--- src/hw/rtl/isrch_pkg.sv ---
// ----------------------------------------------------------------------------
// isrch_pkg
// Shared types and constants for the interpolation search block.
// ----------------------------------------------------------------------------
package isrch_pkg;

  // default table depth
  localparam int ISRCH_DEPTH = 1024;

  // fixed field widths
  localparam int DATA_W  = 32;
  localparam int IDX_W   = 10;
  localparam int POS_W   = 10;
  localparam int TSIZE_W = 11;

  // register reset value
  localparam logic [TSIZE_W-1:0] TSIZE_RESET = TSIZE_W'(1024);

  // input function codes
  localparam logic FUNC_WRITE  = 1'b0;
  localparam logic FUNC_SEARCH = 1'b1;

  typedef logic signed [DATA_W-1:0] data_t;

endpackage

--- src/hw/rtl/isrch_div.sv ---
// ----------------------------------------------------------------------------
// isrch_div
// Probe offset unit: a multiply step, then a restoring divide with one
// quotient bit per cycle, giving floor(span * num / den).
// ----------------------------------------------------------------------------
module isrch_div
  import isrch_pkg::*;
#(
  parameter int AW = 10
) (
  input  logic              clk,
  input  logic              rst,
  input  logic              start,
  input  logic [AW-1:0]     span,
  input  logic [DATA_W-1:0] num,
  input  logic [DATA_W-1:0] den,
  output logic              done,
  output logic [AW-1:0]     quo
);

  localparam int PW = AW + DATA_W;
  localparam int CW = $clog2(AW + 1);

  localparam logic [1:0] P_IDLE = 2'd0;
  localparam logic [1:0] P_MUL  = 2'd1;
  localparam logic [1:0] P_DIV  = 2'd2;

  logic [1:0]        phase;
  logic [CW-1:0]     cnt;
  logic [AW-1:0]     span_r;
  logic [DATA_W-1:0] num_r;
  logic [DATA_W-1:0] den_r;
  logic [DATA_W-1:0] rem;
  logic [AW-1:0]     qsh;

  logic [PW-1:0]     prod;
  logic [DATA_W:0]   trial;
  logic              qbit;
  logic [DATA_W:0]   diff;

  // product and trial subtraction
  always_comb begin
    prod  = PW'(span_r) * PW'(num_r);
    trial = {rem, qsh[AW-1]};
    diff  = trial - {1'b0, den_r};
    qbit  = (trial >= {1'b0, den_r});
  end

  // sequencing
  always_ff @(posedge clk) begin
    if (rst) begin
      phase <= P_IDLE;
      cnt   <= '0;
      done  <= 1'b0;
    end else begin
      done <= 1'b0;
      case (phase)
        P_IDLE: begin
          if (start) begin
            phase <= P_MUL;
          end
        end
        P_MUL: begin
          phase <= P_DIV;
          cnt   <= CW'(AW);
        end
        P_DIV: begin
          cnt <= cnt - 1'b1;
          if (cnt == CW'(1)) begin
            phase <= P_IDLE;
            done  <= 1'b1;
          end
        end
        default: begin
          phase <= P_IDLE;
        end
      endcase
    end
  end

  // operand and remainder datapath
  always_ff @(posedge clk) begin
    if (phase == P_IDLE && start) begin
      span_r <= span;
      num_r  <= num;
      den_r  <= den;
    end
    if (phase == P_MUL) begin
      // high part is below den because the quotient fits in AW bits
      rem <= prod[PW-1:AW];
      qsh <= prod[AW-1:0];
    end else if (phase == P_DIV) begin
      rem <= qbit ? diff[DATA_W-1:0] : trial[DATA_W-1:0];
      qsh <= AW'({qsh, qbit});
    end
  end

  assign quo = qsh;

endmodule

--- config.mk ---
export PLATFORM = sky130hd
export DESIGN_NAME = isrch_div
export DESIGN_NICKNAME = d
export VERILOG_FILES = /design/src/hw/rtl/isrch_pkg.sv /design/src/hw/rtl/isrch_div.sv
export SDC_FILE = /design/constraint.sdc
export NUM_CORES = 1
export LEC_CHECK = 0
export BUFFER_PORTS_ARGS = -buffer_cell sky130_fd_sc_hd__buf_2
export CORE_MARGIN = 3
export CORE_UTILIZATION = 52
export CTS_CLUSTER_DIAMETER = 100
export CTS_CLUSTER_SIZE = 40
export DETAILED_ROUTE_END_ITERATION = 12
export GPL_TIMING_DRIVEN = 0
export MAX_ROUTING_LAYER = met4
export PLACE_DENSITY = 0.8
export SLEW_MARGIN = 10
export SYNTH_ARGS = -nofsm -noshare
export SYNTH_HDL_FRONTEND = slang
export SYNTH_SLANG_ARGS = --single-unit
--- constraint.sdc ---
create_clock -name clk -period 5.5 [get_ports clk]
set_clock_uncertainty 0.1 [all_clocks]
set_input_delay 0.825 -clock clk [delete_from_list [all_inputs] [get_ports clk]]
set_output_delay 0.825 -clock clk [all_outputs]
set_load 0.02 [all_outputs]
==> impl_metrics.csv <==
group,metric,value,unit
yosys,syn_nets,2157,
floorplan,ios,88,
worst_setup_path,criticalPathCategory,"flop to flop",
grt,grt-ovfl-total,0,
clocking,clock_latency,0.46,ns
worst_setup_path,crit_required,5.59,ns
finish,finalNetCount,2340,
floorplan,die_area,33800,um^2
detailed_routing,avgRoutedWirePerCell,19.8,um
yosys,synth_edf_count,116,
sta,finalWorstSetupSlack,-0.658,ns
yosys,seq_area_frac_synth,22.0,%
worst_setup_path,crit_slowest_cell,"fa_1",
yosys,ys.warnings.count,0,
finish,finalInstanceArea,19900,um^2
yosys,synth-seq-cells,123,
yosys,yosysTopAreaCellShare,29.1,%
clocking,cts_tree,"done",
status,failed_checks,"negative setup slack",
grt,grt_max_degree,42,
detailed_routing,drt_wl_total,45900,um
placed_design,hpwl,32700,um
detailed_routing,dr.pass1.iters,5,
worst_setup_path,crit_chain,"buf_4 -> and2_1 -> fa_1 -> fa_1 -> fa_2 -> fa_1 -> inv_1 -> fa_1 -> inv_1 -> ha_4 -> a21o_1 -> a21o_1 -> a211oi_2 -> nand3_1 -> o21a_1 -> a311o_1 -> a221oi_2 -> xnor2_1 -> a21oi_1",
floorplan,core-area,30900,um^2
floorplan,die_w,184,um
clocking,htreeDepth,4,
yosys,synth_area,16500,um^2
placed_design,dp_cells,2211,
grt,grt_antenna_before_repair,0,
sta,slew_headroom,52.8,%
floorplan,initial_core_util,53.2,%
yosys,syn_avg_cell_area,9.53,um^2
detailed_routing,routed.top_layer,"met4",
yosys,synth_commonest_cells,"268 x inv_1, 239 x fa_1, 208 x nand2_1, 172 x and2_1, 116 x edfxtp_1",
finish,fin_cells,2318,
sta,layout_min_cycle_time,6.16,ns
sta,period_share,112,%
yosys,synth_ff_type,"edfxtp_1",
placed_design,place_area,17700,um^2
placed_design,port_buffers,87,
sta,finalSetupViolations,30,
worst_setup_path,startpoint,"span_r[8]",
detailed_routing,vias,13300,
clocking,numCtsBuffers,17,
yosys,yosysUniqueCellTypes,72,
sta,rsz0062_at_grt,"true",
clocking,cts_sinks,123,
worst_setup_path,worstPathArrival,6.25,ns
floorplan,fp-row-count,64,
clocking,clk_path_buf_depth,2,
worst_setup_path,critPathCaptureType,"flop",
sta,timing.fmax,0.162,GHz
placed_design,place.gp.congestion,0.945,
worst_setup_path,max_stage_delay,0.60,ns
sta,final_hold_viol_count,0,
yosys,yosysTopAreaCell,"fa_1",
detailed_routing,wl_met1,18200,um
finish,drive_gt1_share,21.5,%
detailed_routing,drtIter0Drc,1193,
sta,tightest_slew,0.708,ns
worst_setup_path,path_max_fanout,10,
worst_setup_path,crit_top_cell,"fa_1",
hold_path,hp-start,"cnt[1]",
worst_setup_path,critPathBufInv,3,
detailed_routing,drc,0,
clocking,clk_pin_slew,0.06,ns
detailed_routing,wl_met3,3820,um
yosys,yosys-top-cells-area,"fa_1 29%, edfxtp_1 21%, ha_1 8.7%, and2_1 6.5%, inv_1 6.1%",
status,status,"finished, violations left",
clocking,ctsRootBufferMaster,"clkbuf_16",
worst_setup_path,startpoint_type,"flop",
finish,post-route-util,64.3,%
sta,drv_slew,0,
clocking,cts_hold_buf,0,
finish,diodes,0,
finish,fill_cells,2317,
worst_setup_path,reg2reg_from,"span_r[8]",
detailed_routing,wl_met2,21700,um
worst_setup_path,crit_family,"adder cells",
grt,grt_usage,27.9,%
hold_path,hold_class,"flop to flop",
finish,area_growth,20.7,%
placed_design,preCtsSetupSlack,-1.11,ns
detailed_routing,viasPerCell,5.72,
floorplan,chipHeight,184,um
yosys,synth-async-reset-ratio,0,%
yosys,synth_most_common_cell,"inv_1",
yosys,syn_inst,1726,
grt,first_global_vias,13800,
detailed_routing,ant_nets,0,
grt,grt_pass1_wl,71500,um
run,cap_violations,0,
## cell usage in the layout, fill, tap and decap left out, drive strengths merged, types with 3 or more instances in the layout
| cell type | Yosys | layout |
|---|---|---|
| dfxtp | 7 | 7 |
| a211o | 3 | 3 |
| o211ai | 7 | 7 |
| o21a | 15 | 15 |
| ha | 115 | 115 |
| clkinv | 2 | 8 |
| and4 | 3 | 3 |
| a31oi | 13 | 13 |
| a211oi | 21 | 21 |
| nand4 | 7 | 7 |
| mux2 | 6 | 6 |
| nor3 | 10 | 10 |
| fa | 239 | 239 |
| mux2i | 9 | 9 |
| a221o | 3 | 3 |
| a21o | 32 | 32 |
| nor2 | 59 | 59 |
| or3 | 3 | 3 |
| and2 | 172 | 172 |
| o31ai | 6 | 6 |
| xnor2 | 30 | 30 |
| a221oi | 4 | 4 |
| nand3 | 23 | 23 |
| edfxtp | 116 | 116 |
| clkbuf | 76 | 62 |
| nand2 | 208 | 208 |
| o21bai | 7 | 7 |
| buf | 10 | 206 |
| o211a | 6 | 6 |
| a311oi | 3 | 3 |
| nand2b | 6 | 6 |
| and3 | 12 | 12 |
| a21oi | 98 | 98 |
| nor2b | 9 | 9 |
| xor2 | 29 | 29 |
| a21boi | 3 | 3 |
| inv | 268 | 274 |
| o21ai | 52 | 52 |
## timing repair
action | in CTS | in global routing
gates resized for setup | 165 | 79
pin swaps | 79 | 81
hold endpoints to repair | 0 | 0
setup buffers | 78 | 28
gates cloned | 3 | 0
setup endpoints to repair | 31 | 32
## cell families (layout without fill, tap and decap cells)
kind of cell | after synthesis | count (layout) | synth area share (%)
flip-flops | 123 | 123 | 22.0
multiplexers | 15 | 15 | 0.958
AND/OR/NAND/NOR | 525 | 525 | 15.9
buffers and inverters | 356 | 552 | 8.23
adder cells (fa/ha/maj) | 354 | 354 | 37.8
AO/OA/AOI/OAI | 294 | 294 | 12.0
XOR/XNOR | 59 | 59 | 3.14
## routing by layer
layer | vias to the layer above | GRT usage [%]
li1 | 5974 | -
met1 | 6438 | 34.6
met2 | 681 | 44.8
met3 | 160 | 6.13
met4 | 0 | 11.0
met5 | - | -
## worst register-to-register path: stages (launching register included)
cell and delay (ns):
edfxtp_1 0.46, buf_4 0.23, and2_1 0.17, fa_1 0.49, fa_1 0.60, fa_2 0.47, fa_1 0.53, inv_1 0.06
fa_1 0.58, inv_1 0.09, ha_4 0.17, a21o_1 0.17, a21o_1 0.17, a211oi_2 0.31, nand3_1 0.16, o21a_1 0.24
a311o_1 0.30, a221oi_2 0.31, xnor2_1 0.19, a21oi_1 0.09
## registers in the layout, indices dropped and copies added (netlist names)
register,count
den_r,32
num_r,32
rem,32
quo,10
span_r,10
cnt,4
phase,2
done,1
## layout make-up
class                   instances  area, um^2  share of cell area, %
flip-flops and latches        123        3620                   18.2
clock inverters                14         113                  0.567
plain buffers                  58         522                   2.63
clock buffers                  18         429                   2.16
inverters                     270        1010                   5.10
well taps                     396         495                   2.49
repair buffers                192        1360                   6.84
multi-input cells            1247       12300                   62.0
## final timing paths
check / endpoint / slack [ns] / depth (start not counted)
min: cnt[1] / 0.43 / 2
max reg2reg: rem[31] / -0.66 / 19
min reg2reg: cnt[1] / 0.43 / 2
max: rem[31] / -0.66 / 19
## through the flow
stage,hold WS (ns),setup TNS [ns]
6_report,0.426,-11.63
5_1_grt,0.422,-16.94
4_1_cts,0.418,-8.20
3_5_place_dp,0.409,-19.16
3_3_place_gp,0.393,-17.85
2_1_floorplan,0.377,-0.437
Power is left out: the tool's default activity adds up to more than one toggle a clock period on the data nets, which glitch-free logic cannot reach.
